## src/sv/rational_arith_unit_defines.svh

```systemverilog
// assertion macros shared by the rational arithmetic unit
// no dependencies; included by files that carry concurrent assertions
`ifndef RATIONAL_ARITH_UNIT_DEFINES_SVH
`define RATIONAL_ARITH_UNIT_DEFINES_SVH

// same-cycle implication under an active-low reset
`define RAU_ASSERT_IMP(label, clk, rst_n, pre, post) \
  label: assert property (@(posedge clk) disable iff (!rst_n) (pre) |-> (post)) \
    else $error("rational_arith_unit assertion failed");

// next-cycle implication under an active-low reset
`define RAU_ASSERT_NEXT(label, clk, rst_n, pre, post) \
  label: assert property (@(posedge clk) disable iff (!rst_n) (pre) |=> (post)) \
    else $error("rational_arith_unit assertion failed");

`endif

```

## src/sv/rau_pkg.sv

```systemverilog
// types and codes of the rational arithmetic unit
// no dependencies; used by rational_arith_unit
`default_nettype none

package rau_pkg;

  typedef enum logic [2:0] {
    OP_ADD = 3'd0,
    OP_SUB = 3'd1,
    OP_MUL = 3'd2,
    OP_DIV = 3'd3,
    OP_EQ  = 3'd4,
    OP_GT  = 3'd5,
    OP_LT  = 3'd6
  } op_e;

  typedef enum logic [3:0] {
    S_IDLE,
    S_MST,
    S_MUL,
    S_COMB,
    S_GCD,
    S_GSH,
    S_DMS,
    S_DMW,
    S_DDS,
    S_DDW,
    S_FIN
  } state_e;

  typedef struct packed {
    logic [2:0]         operation;
    logic signed [31:0] a_num;
    logic signed [31:0] a_den;
    logic signed [31:0] b_num;
    logic signed [31:0] b_den;
  } in_t;

  typedef struct packed {
    logic signed [31:0] res_num;
    logic [30:0]        res_den;
    logic               compare_true;
    logic               divide_by_zero;
    logic               overflow;
  } out_t;

endpackage

`default_nettype wire

```

## src/sv/rau_mul.sv

```systemverilog
// sequential shift-add multiplier, one multiplier bit per cycle
// no dependencies; instantiated by rational_arith_unit
`default_nettype none

module rau_mul #(
  parameter int W = 32
) (
  input  wire logic           clk_i,
  input  wire logic           rst_ni,
  input  wire logic           start_i,
  input  wire logic [W-1:0]   x_i,
  input  wire logic [W-1:0]   y_i,
  output logic                done_o,
  output logic [2*W-1:0]      prod_o
);

  localparam int PW = 2 * W;
  localparam int CW = $clog2(W) + 1;

  logic          busy_q, busy_d;
  logic          done_q, done_d;
  logic [CW-1:0] cnt_q, cnt_d;
  logic [PW-1:0] mcand_q, mcand_d;
  logic [W-1:0]  mplier_q, mplier_d;
  logic [PW-1:0] acc_q, acc_d;

  always_comb begin
    busy_d   = busy_q;
    done_d   = 1'b0;
    cnt_d    = cnt_q;
    mcand_d  = mcand_q;
    mplier_d = mplier_q;
    acc_d    = acc_q;
    if (start_i) begin
      busy_d   = 1'b1;
      cnt_d    = CW'(W);
      mcand_d  = PW'(x_i);
      mplier_d = y_i;
      acc_d    = '0;
    end else if (busy_q) begin
      if (mplier_q[0]) begin
        acc_d = acc_q + mcand_q;
      end
      mcand_d  = mcand_q << 1;
      mplier_d = mplier_q >> 1;
      cnt_d    = cnt_q - 1'b1;
      if (cnt_q == CW'(1)) begin
        busy_d = 1'b0;
        done_d = 1'b1;
      end
    end
  end

  always_ff @(posedge clk_i or negedge rst_ni) begin
    if (!rst_ni) begin
      busy_q <= 1'b0;
      done_q <= 1'b0;
    end else begin
      busy_q <= busy_d;
      done_q <= done_d;
    end
  end

  always_ff @(posedge clk_i) begin
    cnt_q    <= cnt_d;
    mcand_q  <= mcand_d;
    mplier_q <= mplier_d;
    acc_q    <= acc_d;
  end

  assign done_o = done_q;
  assign prod_o = acc_q;

endmodule

`default_nettype wire

```

## src/sv/rau_div.sv

```systemverilog
// restoring unsigned divider, one quotient bit per cycle
// no dependencies; instantiated by rational_arith_unit
`default_nettype none

module rau_div #(
  parameter int PW = 64
) (
  input  wire logic          clk_i,
  input  wire logic          rst_ni,
  input  wire logic          start_i,
  input  wire logic [PW-1:0] dividend_i,
  input  wire logic [PW-1:0] divisor_i,
  output logic               done_o,
  output logic [PW-1:0]      quo_o
);

  localparam int CW = $clog2(PW) + 1;

  logic          busy_q, busy_d;
  logic          done_q, done_d;
  logic [CW-1:0] cnt_q, cnt_d;
  logic [PW-1:0] rem_q, rem_d;
  logic [PW-1:0] quo_q, quo_d;
  logic [PW-1:0] dsr_q, dsr_d;
  logic [PW:0]   trial;
  logic          fits;

  always_comb begin
    busy_d = busy_q;
    done_d = 1'b0;
    cnt_d  = cnt_q;
    rem_d  = rem_q;
    quo_d  = quo_q;
    dsr_d  = dsr_q;
    trial  = {rem_q, quo_q[PW-1]};
    fits   = trial >= {1'b0, dsr_q};
    if (start_i) begin
      busy_d = 1'b1;
      cnt_d  = CW'(PW);
      rem_d  = '0;
      quo_d  = dividend_i;
      dsr_d  = divisor_i;
    end else if (busy_q) begin
      // partial remainder stays below the divisor, so PW bits hold it
      rem_d = fits ? PW'(trial - {1'b0, dsr_q}) : PW'(trial);
      quo_d = {quo_q[PW-2:0], fits};
      cnt_d = cnt_q - 1'b1;
      if (cnt_q == CW'(1)) begin
        busy_d = 1'b0;
        done_d = 1'b1;
      end
    end
  end

  always_ff @(posedge clk_i or negedge rst_ni) begin
    if (!rst_ni) begin
      busy_q <= 1'b0;
      done_q <= 1'b0;
    end else begin
      busy_q <= busy_d;
      done_q <= done_d;
    end
  end

  always_ff @(posedge clk_i) begin
    cnt_q <= cnt_d;
    rem_q <= rem_d;
    quo_q <= quo_d;
    dsr_q <= dsr_d;
  end

  assign done_o = done_q;
  assign quo_o  = quo_q;

endmodule

`default_nettype wire

```

## src/sv/rational_arith_unit.sv

```systemverilog
// top level of the rational arithmetic unit: sequencer, gcd datapath, result register
// depends on rau_pkg, rau_mul, rau_div and rational_arith_unit_defines.svh
`default_nettype none
`include "rational_arith_unit_defines.svh"

// A transaction is accepted on a clock edge with start high and busy low. The
// block then works alone on it and, but for the early answers below, keeps
// busy high until the result is ready. The result is shown on res_o for
// exactly one cycle, marked by res_valid_o; the receiver cannot stall it, so
// it must take it in that cycle. Busy drops in the strobe cycle, so the next
// start may coincide with the strobe. Divide by a zero fraction and the
// undefined code 7 answer early, in the cycle after acceptance. Otherwise the
// work runs through one shared shift-add multiplier (two or three products),
// a binary gcd loop on 2W-bit values with W = VALUE_WIDTH (one shift or
// subtract a cycle, then a restore shift per common factor of two), and one
// shared restoring divider used twice to divide numerator and denominator by
// the gcd. Compares end after the products; arithmetic is dominated by the
// gcd loop and the two divider passes.
module rational_arith_unit #(
  parameter int VALUE_WIDTH = 32
) (
  input  wire logic          clk_i,
  input  wire logic          rst_ni,
  input  wire logic          start,
  output logic               busy,
  input  wire rau_pkg::in_t  in_i,
  output logic               res_valid_o,
  output rau_pkg::out_t      res_o
);

  localparam int W  = VALUE_WIDTH;
  localparam int PW = 2 * VALUE_WIDTH;
  localparam int KW = $clog2(PW) + 1;
  localparam logic [PW-1:0] Limit = PW'((64'd1 << (VALUE_WIDTH - 1)) - 64'd1);

  // sequencer state and operands of the current transaction
  rau_pkg::state_e state_q, state_d;
  rau_pkg::op_e    op_q, op_d;
  logic            a_neg_q, a_neg_d, b_neg_q, b_neg_d;
  logic [W-1:0]    a_mag_q, a_mag_d, a_den_q, a_den_d;
  logic [W-1:0]    b_mag_q, b_mag_d, b_den_q, b_den_d;
  logic [1:0]      step_q, step_d;

  // wide datapath registers
  logic [PW-1:0]   p0_q, p0_d, p1_q, p1_d;
  logic [PW-1:0]   mag_q, mag_d, den_q, den_d;
  logic            neg_q, neg_d;
  logic [PW-1:0]   u_q, u_d, v_q, v_d, g_q, g_d;
  logic [KW-1:0]   k_q, k_d;

  rau_pkg::out_t   res_q, res_d;
  logic            res_valid_q, res_valid_d;

  // input decode: sign and magnitude of the low W bits
  logic [W-1:0] an_w, ad_w, bn_w, bd_w;
  logic [W-1:0] an_m, ad_m, bn_m, bd_m;
  logic         an_s, ad_s, bn_s, bd_s;

  always_comb begin
    an_w = in_i.a_num[W-1:0];
    ad_w = in_i.a_den[W-1:0];
    bn_w = in_i.b_num[W-1:0];
    bd_w = in_i.b_den[W-1:0];
    an_s = an_w[W-1];
    ad_s = ad_w[W-1];
    bn_s = bn_w[W-1];
    bd_s = bd_w[W-1];
    an_m = an_s ? (~an_w + 1'b1) : an_w;
    bn_m = bn_s ? (~bn_w + 1'b1) : bn_w;
    // zero denominator reads as one
    ad_m = (ad_w == '0) ? W'(1) : (ad_s ? (~ad_w + 1'b1) : ad_w);
    bd_m = (bd_w == '0) ? W'(1) : (bd_s ? (~bd_w + 1'b1) : bd_w);
  end

  // shared multiplier and divider
  logic          mul_start, mul_done;
  logic [W-1:0]  mul_x, mul_y;
  logic [PW-1:0] mul_prod;
  logic          div_start, div_done;
  logic [PW-1:0] div_a, div_quo;

  rau_mul #(.W(W)) u_mul (
    .clk_i   (clk_i),
    .rst_ni  (rst_ni),
    .start_i (mul_start),
    .x_i     (mul_x),
    .y_i     (mul_y),
    .done_o  (mul_done),
    .prod_o  (mul_prod)
  );

  rau_div #(.PW(PW)) u_div (
    .clk_i      (clk_i),
    .rst_ni     (rst_ni),
    .start_i    (div_start),
    .dividend_i (div_a),
    .divisor_i  (g_q),
    .done_o     (div_done),
    .quo_o      (div_quo)
  );

  // product schedule: p0 = a_mag*b_den (a_mag*b_mag for multiply),
  // p1 = b_mag*a_den, den = a_den*b_den (a_den*b_mag for divide)
  always_comb begin
    case (step_q)
      2'd0: begin
        mul_x = a_mag_q;
        mul_y = (op_q == rau_pkg::OP_MUL) ? b_mag_q : b_den_q;
      end
      2'd1: begin
        mul_x = b_mag_q;
        mul_y = a_den_q;
      end
      default: begin
        mul_x = a_den_q;
        mul_y = (op_q == rau_pkg::OP_DIV) ? b_mag_q : b_den_q;
      end
    endcase
  end

  // signed sum of the cross products, shared by add, subtract and compares
  logic          sb, sum_s, is_cmp, is_addsub;
  logic [PW-1:0] sum_m, red_mag;
  logic          red_neg;
  logic [31:0]   m32;

  always_comb begin
    is_cmp    = (op_q == rau_pkg::OP_EQ) || (op_q == rau_pkg::OP_GT) ||
                (op_q == rau_pkg::OP_LT);
    is_addsub = (op_q == rau_pkg::OP_ADD) || (op_q == rau_pkg::OP_SUB);
    sb        = (op_q == rau_pkg::OP_ADD) ? b_neg_q : !b_neg_q;
    if (a_neg_q == sb) begin
      sum_m = p0_q + p1_q;
      sum_s = a_neg_q;
    end else if (p0_q >= p1_q) begin
      sum_m = p0_q - p1_q;
      sum_s = a_neg_q;
    end else begin
      sum_m = p1_q - p0_q;
      sum_s = sb;
    end
    if (sum_m == '0) begin
      sum_s = 1'b0;
    end
    red_mag = is_addsub ? sum_m : p0_q;
    red_neg = is_addsub ? sum_s : ((p0_q != '0) && (a_neg_q != b_neg_q));
    m32     = 32'(mag_q[W-1:0]);
  end

  // sequencer
  always_comb begin
    state_d     = state_q;
    op_d        = op_q;
    a_neg_d     = a_neg_q;
    b_neg_d     = b_neg_q;
    a_mag_d     = a_mag_q;
    a_den_d     = a_den_q;
    b_mag_d     = b_mag_q;
    b_den_d     = b_den_q;
    step_d      = step_q;
    p0_d        = p0_q;
    p1_d        = p1_q;
    mag_d       = mag_q;
    den_d       = den_q;
    neg_d       = neg_q;
    u_d         = u_q;
    v_d         = v_q;
    g_d         = g_q;
    k_d         = k_q;
    res_d       = res_q;
    res_valid_d = 1'b0;
    mul_start   = 1'b0;
    div_start   = 1'b0;
    div_a       = mag_q;

    case (state_q)
      rau_pkg::S_IDLE: begin
        if (start) begin
          a_mag_d = an_m;
          a_den_d = ad_m;
          b_mag_d = bn_m;
          b_den_d = bd_m;
          a_neg_d = (an_m != '0) && (an_s != ((ad_w != '0) && ad_s));
          b_neg_d = (bn_m != '0) && (bn_s != ((bd_w != '0) && bd_s));
          step_d  = 2'd0;
          res_d   = '{res_num: '0, res_den: 31'd1, compare_true: 1'b0,
                      divide_by_zero: 1'b0, overflow: 1'b0};
          if (in_i.operation == 3'(rau_pkg::OP_DIV) && bn_m == '0) begin
            // divide by a zero fraction
            res_d.divide_by_zero = 1'b1;
            res_valid_d          = 1'b1;
          end else if (in_i.operation > 3'(rau_pkg::OP_LT)) begin
            // undefined code answers 0/1 with no flags
            res_valid_d = 1'b1;
          end else begin
            op_d    = rau_pkg::op_e'(in_i.operation);
            state_d = rau_pkg::S_MST;
          end
        end
      end
      rau_pkg::S_MST: begin
        mul_start = 1'b1;
        state_d   = rau_pkg::S_MUL;
      end
      rau_pkg::S_MUL: begin
        if (mul_done) begin
          state_d = rau_pkg::S_MST;
          case (step_q)
            2'd0: begin
              p0_d   = mul_prod;
              step_d = ((op_q == rau_pkg::OP_MUL) || (op_q == rau_pkg::OP_DIV)) ? 2'd2 : 2'd1;
            end
            2'd1: begin
              p1_d   = mul_prod;
              step_d = 2'd2;
              if (is_cmp) begin
                state_d = rau_pkg::S_COMB;
              end
            end
            default: begin
              den_d   = mul_prod;
              state_d = rau_pkg::S_COMB;
            end
          endcase
        end
      end
      rau_pkg::S_COMB: begin
        if (is_cmp) begin
          case (op_q)
            rau_pkg::OP_EQ: res_d.compare_true = (sum_m == '0);
            rau_pkg::OP_GT: res_d.compare_true = (sum_m != '0) && !sum_s;
            default:        res_d.compare_true = (sum_m != '0) && sum_s;
          endcase
          res_valid_d = 1'b1;
          state_d     = rau_pkg::S_IDLE;
        end else begin
          mag_d   = red_mag;
          neg_d   = red_neg;
          u_d     = red_mag;
          v_d     = den_q;
          k_d     = '0;
          state_d = rau_pkg::S_GCD;
        end
      end
      rau_pkg::S_GCD: begin
        // binary gcd: one shift or one subtract per cycle
        if (u_q == '0 || v_q == '0) begin
          g_d     = (u_q == '0) ? v_q : u_q;
          state_d = rau_pkg::S_GSH;
        end else if (!u_q[0] && !v_q[0]) begin
          u_d = u_q >> 1;
          v_d = v_q >> 1;
          k_d = k_q + 1'b1;
        end else if (!u_q[0]) begin
          u_d = u_q >> 1;
        end else if (!v_q[0]) begin
          v_d = v_q >> 1;
        end else if (u_q >= v_q) begin
          u_d = u_q - v_q;
        end else begin
          v_d = v_q - u_q;
        end
      end
      rau_pkg::S_GSH: begin
        // restore the common factors of two
        if (k_q == '0) begin
          state_d = rau_pkg::S_DMS;
        end else begin
          g_d = g_q << 1;
          k_d = k_q - 1'b1;
        end
      end
      rau_pkg::S_DMS: begin
        div_start = 1'b1;
        state_d   = rau_pkg::S_DMW;
      end
      rau_pkg::S_DMW: begin
        if (div_done) begin
          mag_d   = div_quo;
          state_d = rau_pkg::S_DDS;
        end
      end
      rau_pkg::S_DDS: begin
        div_a     = den_q;
        div_start = 1'b1;
        state_d   = rau_pkg::S_DDW;
      end
      rau_pkg::S_DDW: begin
        if (div_done) begin
          den_d   = div_quo;
          state_d = rau_pkg::S_FIN;
        end
      end
      rau_pkg::S_FIN: begin
        if (den_q > Limit || mag_q > (neg_q ? (Limit + 1'b1) : Limit)) begin
          res_d.overflow = 1'b1;
        end else begin
          res_d.res_num = $signed(neg_q ? (32'd0 - m32) : m32);
          res_d.res_den = 31'(den_q[W-1:0]);
        end
        res_valid_d = 1'b1;
        state_d     = rau_pkg::S_IDLE;
      end
      default: begin
        state_d = rau_pkg::S_IDLE;
      end
    endcase
  end

  // control registers
  always_ff @(posedge clk_i or negedge rst_ni) begin
    if (!rst_ni) begin
      state_q     <= rau_pkg::S_IDLE;
      res_valid_q <= 1'b0;
    end else begin
      state_q     <= state_d;
      res_valid_q <= res_valid_d;
    end
  end

  // payload registers
  always_ff @(posedge clk_i) begin
    op_q    <= op_d;
    a_neg_q <= a_neg_d;
    b_neg_q <= b_neg_d;
    a_mag_q <= a_mag_d;
    a_den_q <= a_den_d;
    b_mag_q <= b_mag_d;
    b_den_q <= b_den_d;
    step_q  <= step_d;
    p0_q    <= p0_d;
    p1_q    <= p1_d;
    mag_q   <= mag_d;
    den_q   <= den_d;
    neg_q   <= neg_d;
    u_q     <= u_d;
    v_q     <= v_d;
    g_q     <= g_d;
    k_q     <= k_d;
    res_q   <= res_d;
  end

  assign busy        = (state_q != rau_pkg::S_IDLE);
  assign res_valid_o = res_valid_q;
  assign res_o       = res_q;

  // checks
  `RAU_ASSERT_IMP(a_strobe_when_idle, clk_i, rst_ni, res_valid_o, !busy)
  `RAU_ASSERT_IMP(a_den_positive, clk_i, rst_ni, res_valid_o, res_o.res_den != '0)
  `RAU_ASSERT_IMP(a_forced_zero, clk_i, rst_ni, res_valid_o && (res_o.divide_by_zero || res_o.overflow), res_o.res_num == '0 && res_o.res_den == 31'd1)
  `RAU_ASSERT_IMP(a_flags_exclusive, clk_i, rst_ni, res_valid_o, !(res_o.compare_true && (res_o.divide_by_zero || res_o.overflow)))

endmodule

`default_nettype wire
```

## config.mk

```make
export PLATFORM = sky130hd
export DESIGN_NAME = rational_arith_unit
export DESIGN_NICKNAME = d
export VERILOG_FILES = /design/src/sv/rau_pkg.sv /design/src/sv/rau_mul.sv /design/src/sv/rau_div.sv /design/src/sv/rational_arith_unit.sv
export VERILOG_INCLUDE_DIRS = /design/src /design/src/sv
export SDC_FILE = /design/constraint.sdc
export NUM_CORES = 2
export LEC_CHECK = 0
export ABC_AREA = 1
export ABC_CLOCK_PERIOD_IN_PS = 11900
export BUFFER_PORTS_ARGS = -buffer_cell sky130_fd_sc_hd__buf_2
export CAP_MARGIN = 40
export CORE_MARGIN = 2
export CORE_UTILIZATION = 43
export CTS_CLUSTER_DIAMETER = 200
export CTS_CLUSTER_SIZE = 16
export DETAILED_ROUTE_END_ITERATION = 16
export SKIP_LAST_GASP = 1
export SLEW_MARGIN = 30
export SYNTH_ARGS = -nofsm -noshare
export SYNTH_HDL_FRONTEND = slang
export SYNTH_SLANG_ARGS = --single-unit
```

## constraint.sdc

```tcl
create_clock -name clk_i -period 11.9 [get_ports clk_i]
set_clock_uncertainty 0.2 [all_clocks]
set_input_delay 2.38 -clock clk_i [delete_from_list [all_inputs] [get_ports clk_i]]
set_output_delay 2.38 -clock clk_i [all_outputs]
set_load 0.1 [all_outputs]
```

---- After elaboration in Yosys (flattened, before gate mapping) ----
Index checks and enable logic that the tools add are counted.
operators by class
  $lt $le $gt $ge ......................... 6
  bitwise gates (word level) .............. 9
  add/sub/neg operators ................... 16
  reductions and logical operators ........ 69
  muxes and demuxes ....................... 99
  equal/unequal tests ..................... 45
operators by type and width
  operator                                                                count
  64-bit two-way mux                                                      25
  64-bit case mux with 2 select lines                                     5
  32-bit two-way mux                                                      10
  64-bit subtractor                                                       5
  64-bit zero test                                                        3
  32-bit by 1-bit adder with 32-bit output, second input constant         4
  64-bit adder                                                            2
  64-bit greater-or-equal comparator                                      2
  32-bit inverter                                                         4
  32-bit case mux with 2 select lines                                     2
  32-bit nonzero test                                                     4
  64-bit nonzero test                                                     2
  63-bit case mux with 2 select lines                                     1
  32-bit zero test                                                        3
  66-bit two-way mux                                                      1
  65-bit by 64-bit greater-or-equal comparator with 1-bit output          1
  64-bit by 31-bit > comparator with 1-bit output, second input constant  1
  64-bit by 32-bit > comparator with 1-bit output                         1
  63-bit two-way mux                                                      1
  31-bit two-way mux                                                      2
  4-bit case mux with 10 select lines                                     1
  4-bit two-way mux                                                       8
  1-bit by 32-bit subtractor with 32-bit output, first input constant     1
  7-bit two-way mux                                                       4
  44 further kinds                                                        151
storage, ports and cells
  bits of input ports ..................... 134
  logic and storage cells ................. 285
  output and inout bits ................... 68
  bits in registers ....................... 1031

---- Depth between registers and ports, before layout ----
  depth in word-level cells ............... 11
  mapped depth ............................ 29
  mapped depth without buffers ............ 27

---- By module ----
A second synthesis with hierarchy kept.
unflattened totals
  cells, all modules ...................... 13201
  area, all modules ....................... 86944.6 um2
by module, submodules not included
  module               times used  sequential area each (um2)  cells an instance  area an instance (um2)
  rational_arith_unit  1           19854.0                     8964               60292.8
  rau_div              1           5315.1                      2181               14325.0
  rau_mul              1           4013.8                      2056               12326.8

---- Worst setup path before layout ----
Ideal clock, no wire load.
  path type ............................... input port to flip-flop
  start point ............................. input start
  end point ............................... register res_q, in the netlist res_o[10], enable pin
  setup slack ............................. 1.416 ns
  data arrival time ....................... 9.861 ns
  stages on the path ...................... 4
  library setup time ...................... 0.422 ns
  data required time ...................... 11.278 ns
  buffers on the path ..................... 0
  cells stage by stage .................... inv_1 > nor2_1 > inv_1 > nand2_1
on the way
  cells in the longest elaborated chain, start to end .. 2
ends and longest elaborated chain
  what                             RTL line                    text
  start: declaration               rational_arith_unit.sv:24   input wire logic start,
  2-bit inequality test (no line)  --
  3-bit AND reduction (no line)    --
  end signal: assignment           rational_arith_unit.sv:340  res_q <= res_d;
  end: declaration                 rational_arith_unit.sv:51   rau_pkg::out_t res_q, res_d;
Every way passes these cells.
A chain may end at the register's enable or synchronous reset.

==> tab_implementation.tex <==
\begin{tabular}{lr}
\hline
Metric & Value \\
\hline
\multicolumn{2}{l}{\textbf{Worst setup path}} \\
Crit Path Max Fanout & 26 \\
Start of the worst register-to-register path & p0\_q[61] \\
Critical Path Start Type & register \\
Series of cell instances along the critical path & inv\_1, ha\_1, a21oi\_1, o21ai\_0, a21oi\_1, nand2\_1, a21oi\_4, nand2\_4, buf\_4, buf\_4, nand3\_1, nand2\_1, a21oi\_1, nand2\_1, nor2\_1, nand2\_1, nor3\_2, nand2\_1, nand2\_1, a21oi\_1 \\
Library cell appearing most often on the critical path & nand2\_1 \\
Worst EP arrival & 6.33 ns \\
Launching instance or port of the critical path & p0\_q[61] \\
Crit path capture type & register \\
Data required time at the worst endpoint & approximately 12 ns \\
Kind of critical path & reg -> reg \\
Cell at the slowest stage of the critical path & a21oi\_4 \\
Largest stage delay on the critical path & 0.55 ns \\
\multicolumn{2}{l}{\textbf{Synth}} \\
Synth warnings & 0 \\
Number of synthesized flops with an enable pin & 849 \\
Dominant synthesized flop cell & edfxtp\_1 \\
Simple-gate share of the synthesized area & 24.3\% \\
FF+latch count, synth & 1,031 \\
Synthesized instance count & 11,700 \\
Mux contribution to synthesized area & 0.0122\% \\
Combinational family with the most area after synthesis & simple AND/OR/NAND/NOR gates \\
Netlist area before placement & 82,200 um\^{}2 \\
Synth cell types & roughly 80 \\
Synthesized area per cell & 7.05 um\^{}2 \\
Xor-xnor portion of the synthesized cell area & 3.80\% \\
Post-synthesis share of cell area spent on full adders, half adders and majority gates & 7.70\% \\
Total nets after synthesis & 12,300 \\
Synthesized-area fraction occupied by ao, oa, aoi and oai cells & 17.6\% \\
Share of synthesized flip-flops with an asynchronous set or reset & 0.873\% \\
Proportion of synthesized chip area in sequential cells & 35.5\% \\
\multicolumn{2}{l}{\textbf{Final layout}} \\
Layout overhead on the synthesized area & 7.50\% \\
Filler Cells Inserted & 19,600 \\
Net count reported at finish & 12,300 \\
Proportion of layout cells with a drive suffix above 1 & under 10\% \\
\multicolumn{2}{l}{\textbf{Global route}} \\
Via count of the first global-routing pass & a little under 80,000 \\
Overflow left after global routing & 0 \\
Number of antenna violations at the first check in global routing & 35 \\
Wire length of the first global-routing pass & 559 mm \\
Total track usage & 40.2\% \\
Maximum number of pins on one net before global-route repair & 136 \\
\multicolumn{2}{l}{\textbf{Clock network}} \\
Max clock buf depth & 3 \\
Number of sinks driven by the clock tree & roughly 1,000 \\
Number of buffers created by CTS & 74 \\
Number of buffers inserted for hold repair after clock tree synthesis & 0 \\
H-Tree Depth & 3 \\
Number of instances resized during post-cts repair & 0 \\
Total setup buffers inserted after CTS & 0 \\
CTS clk-pin slew, worst paths & 0.09 ns \\
Source-to-sink clock delay at the later pin of the worst-skew pair & 0.75 ns \\
TritonCTS clock tree & yes \\
Root cell of the clock tree & clkbuf\_16 \\
\multicolumn{2}{l}{\textbf{STA}} \\
Sum of negative setup slack & 0 ns \\
Worst slew pin tran & 1.04 ns \\
Setup repair after global routing missed its margin & false \\
Fmax & 165 MHz \\
Final number of setup-violating endpoints & 0 \\
Hold WS & 0.243 ns \\
Remaining max-slew budget at the tightest pin & 30.4\% \\
Hold violation count in the final report & 0 \\
Min Tclk post-route & between 6 and 7 ns \\
Final count of pins violating max slew & 0 \\
Ratio of final minimum period to clock period & a little over 50\% \\
\multicolumn{2}{l}{\textbf{Min path}} \\
Worst hold path class & reg -> reg \\
Start point of the worst min-delay path & g\_q[63] \\
\multicolumn{2}{l}{\textbf{Drt}} \\
Total number of vias & 83,900 \\
Final routed DRC violation total & 0 \\
Antenna-violating nets left & 0 \\
Initial DRT Pass Iterations & 9 \\
Average vias per placed instance & 5.87 \\
Final routed wirelength across all metal layers & 404 mm \\
Final routed wire length divided by cell count & 28.3 um \\
Iteration-0 DRC Markers & 11,900 \\
\multicolumn{2}{l}{\textbf{Floorplan}} \\
Overall die area & 195,000 um\^{}2 \\
Number of rows in the core area & 160 \\
Top-level port count & 202 \\
Core outline area & 190,000 um\^{}2 \\
Starting density of the core & 43.3\% \\
Die extent in x & 441 um \\
Die H & 441 um \\
\multicolumn{2}{l}{\textbf{Status}} \\
Outcome & complete, no violations \\
\multicolumn{2}{l}{\textbf{Pwr}} \\
Max VDD drop & just under 0.0001 V \\
Standby leakage power & 38.6 nW \\
Power density over cell area & 74.8 nW/um\^{}2 \\
\multicolumn{2}{l}{\textbf{Flow run}} \\
Maxcap violations & 0 \\
\multicolumn{2}{l}{\textbf{Placed design}} \\
Number of buffers added on ports & about 200 \\
Final GP Congestion & 1.11 \\
HPWL after DPL & 336 mm \\
\hline
\end{tabular}
power breakdown:
| group | switching (mW) | leakage, nW | internal (mW) |
|---|---|---|---|
| Clock | 1.41 | 1.04 | 1.20 |
| Sequential | 0 | 8.89 | 3.86 |
| Combinational | 0.0916 | 28.7 | 0.0514 |
cell usage after synthesis (all sizes together), types with 97 or more instances:
| cell type | n | share of area, % |
|---|---|---|
| a21oi | 942 | 5.8 |
| a31oi | 155 | 1.2 |
| buf | 124 | 0.97 |
| clkbuf | 237 | 1.1 |
| dfxtp | 173 | 4.2 |
| edfxtp | 849 | 31 |
| ha | 493 | 7.5 |
| inv | 1960 | 9.0 |
| nand2 | 2917 | 13 |
| nand3 | 402 | 2.5 |
| nor2 | 1197 | 5.6 |
| nor3 | 137 | 0.86 |
| o21ai | 916 | 5.6 |
| xnor2 | 97 | 1.0 |
| xor2 | 260 | 2.8 |
routing by layer:
| layer | up-vias | GRT usage (%) | part of all wire [%] |
|---|---|---|---|
| met5 | - | 0 | 0.021 |
| met4 | 14 | 19.4 | 5.8 |
| met3 | 798 | 11.7 | 12 |
| met2 | 4771 | 57.0 | 40 |
| met1 | 39900 | 55.6 | 42 |
| li1 | 38400 | - | - |
flip-flops by register name, summed over array words and instances, names as in the netlist, 64 cells and up:
name / flops
den_q: 64
v_q: 64
p0_q: 64
res_o: 66
mag_q: 64
u_div.dsr_q: 64
p1_q: 64
g_q: 64
u_div.quo_o: 64
u_div.rem_q: 64
u_mul.prod_o: 64
u_mul.mcand_q: 64
u_q: 64
worst max-delay path: cells and delay by family (launching register included):
kind	cells	cell delay (ns)
AOI/OAI and AO/OA	6	1.92
adders and majority gates	1	0.49
buffers and inverters	3	0.78
DFF	1	0.40
and+or+nand+nor	10	1.92
logic make-up after synthesis:
| kind of cell | count (synthesis) |
|---|---|
| XOR/XNOR | 357 |
| AO/OA/AOI/OAI | 2550 |
| flip-flops | 1031 |
| adder cells (fa/ha/maj) | 501 |
| buffers and inverters | 2332 |
| AND/OR/NAND/NOR | 4887 |
| multiplexers | 1 |
cell type report:
type	instances	area [um^2]	share of cell area, %
Clock buffer	114	2040	2.31
Sequential cell	1031	29200	33.0
Clock inverter	7	130	0.147
Tap cell	2511	3140	3.56
Multi-Input combinational cell	8296	44200	50.0
Inverter	1971	7410	8.39
Timing Repair Buffer	326	2200	2.49
Antenna cell	23	57.6	0.0651
cell usage in the layout (no fill, tap or decap), types with 28 or more instances in the layout:
cell type / instances
nor3_1: 130
buf_4: 93
xnor2_1: 97
ha_1: 493
o22ai_1: 73
o21bai_1: 59
nor2_1: 1158
buf_2: 208
inv_1: 1930
nand2_2: 34
o211ai_1: 92
o21a_1: 47
clkbuf_16: 76
nand3_1: 398
clkbuf_1: 38
a21oi_1: 924
o21ai_1: 31
nand4_1: 93
o221ai_1: 95
dfxtp_1: 173
o21ai_0: 874
a21boi_0: 28
nor4_1: 85
a31oi_1: 155
nand2_1: 2876
a21o_1: 37
edfxtp_1: 849
xor2_1: 259
stage by stage:
step                      cells  total power [mW]  cell area, um^2  util [%]  worst slack, ns
final                     14300              6.61            88300      46.5             5.84
after global placement    14100              4.08            85500      45.0             6.06
after CTS                 14200              6.62            88100      46.4             6.11
after global routing      14300              6.75            88300      46.5             5.78
after floorplan           11700              4.02            82200         -             1.42
after detailed placement  14100              4.08            85900      45.2             6.11
final timing paths:
| check | to | slack (ns) | cells after the start |
|---|---|---|---|
| min in group asynchronous | res_valid_o | 1.36 | 1 |
| worst max-delay path | res_o[2] | 5.84 | 20 |
| worst min register to register | u_div.dsr_q[63] | 0.24 | 0 |
| worst min-delay path | u_div.dsr_q[63] | 0.24 | 0 |
| max in group asynchronous | u_div.busy_q | 9.84 | 1 |
| worst max register to register | res_o[2] | 5.84 | 20 |
Note: power is estimated with default switching activity, not from simulation.
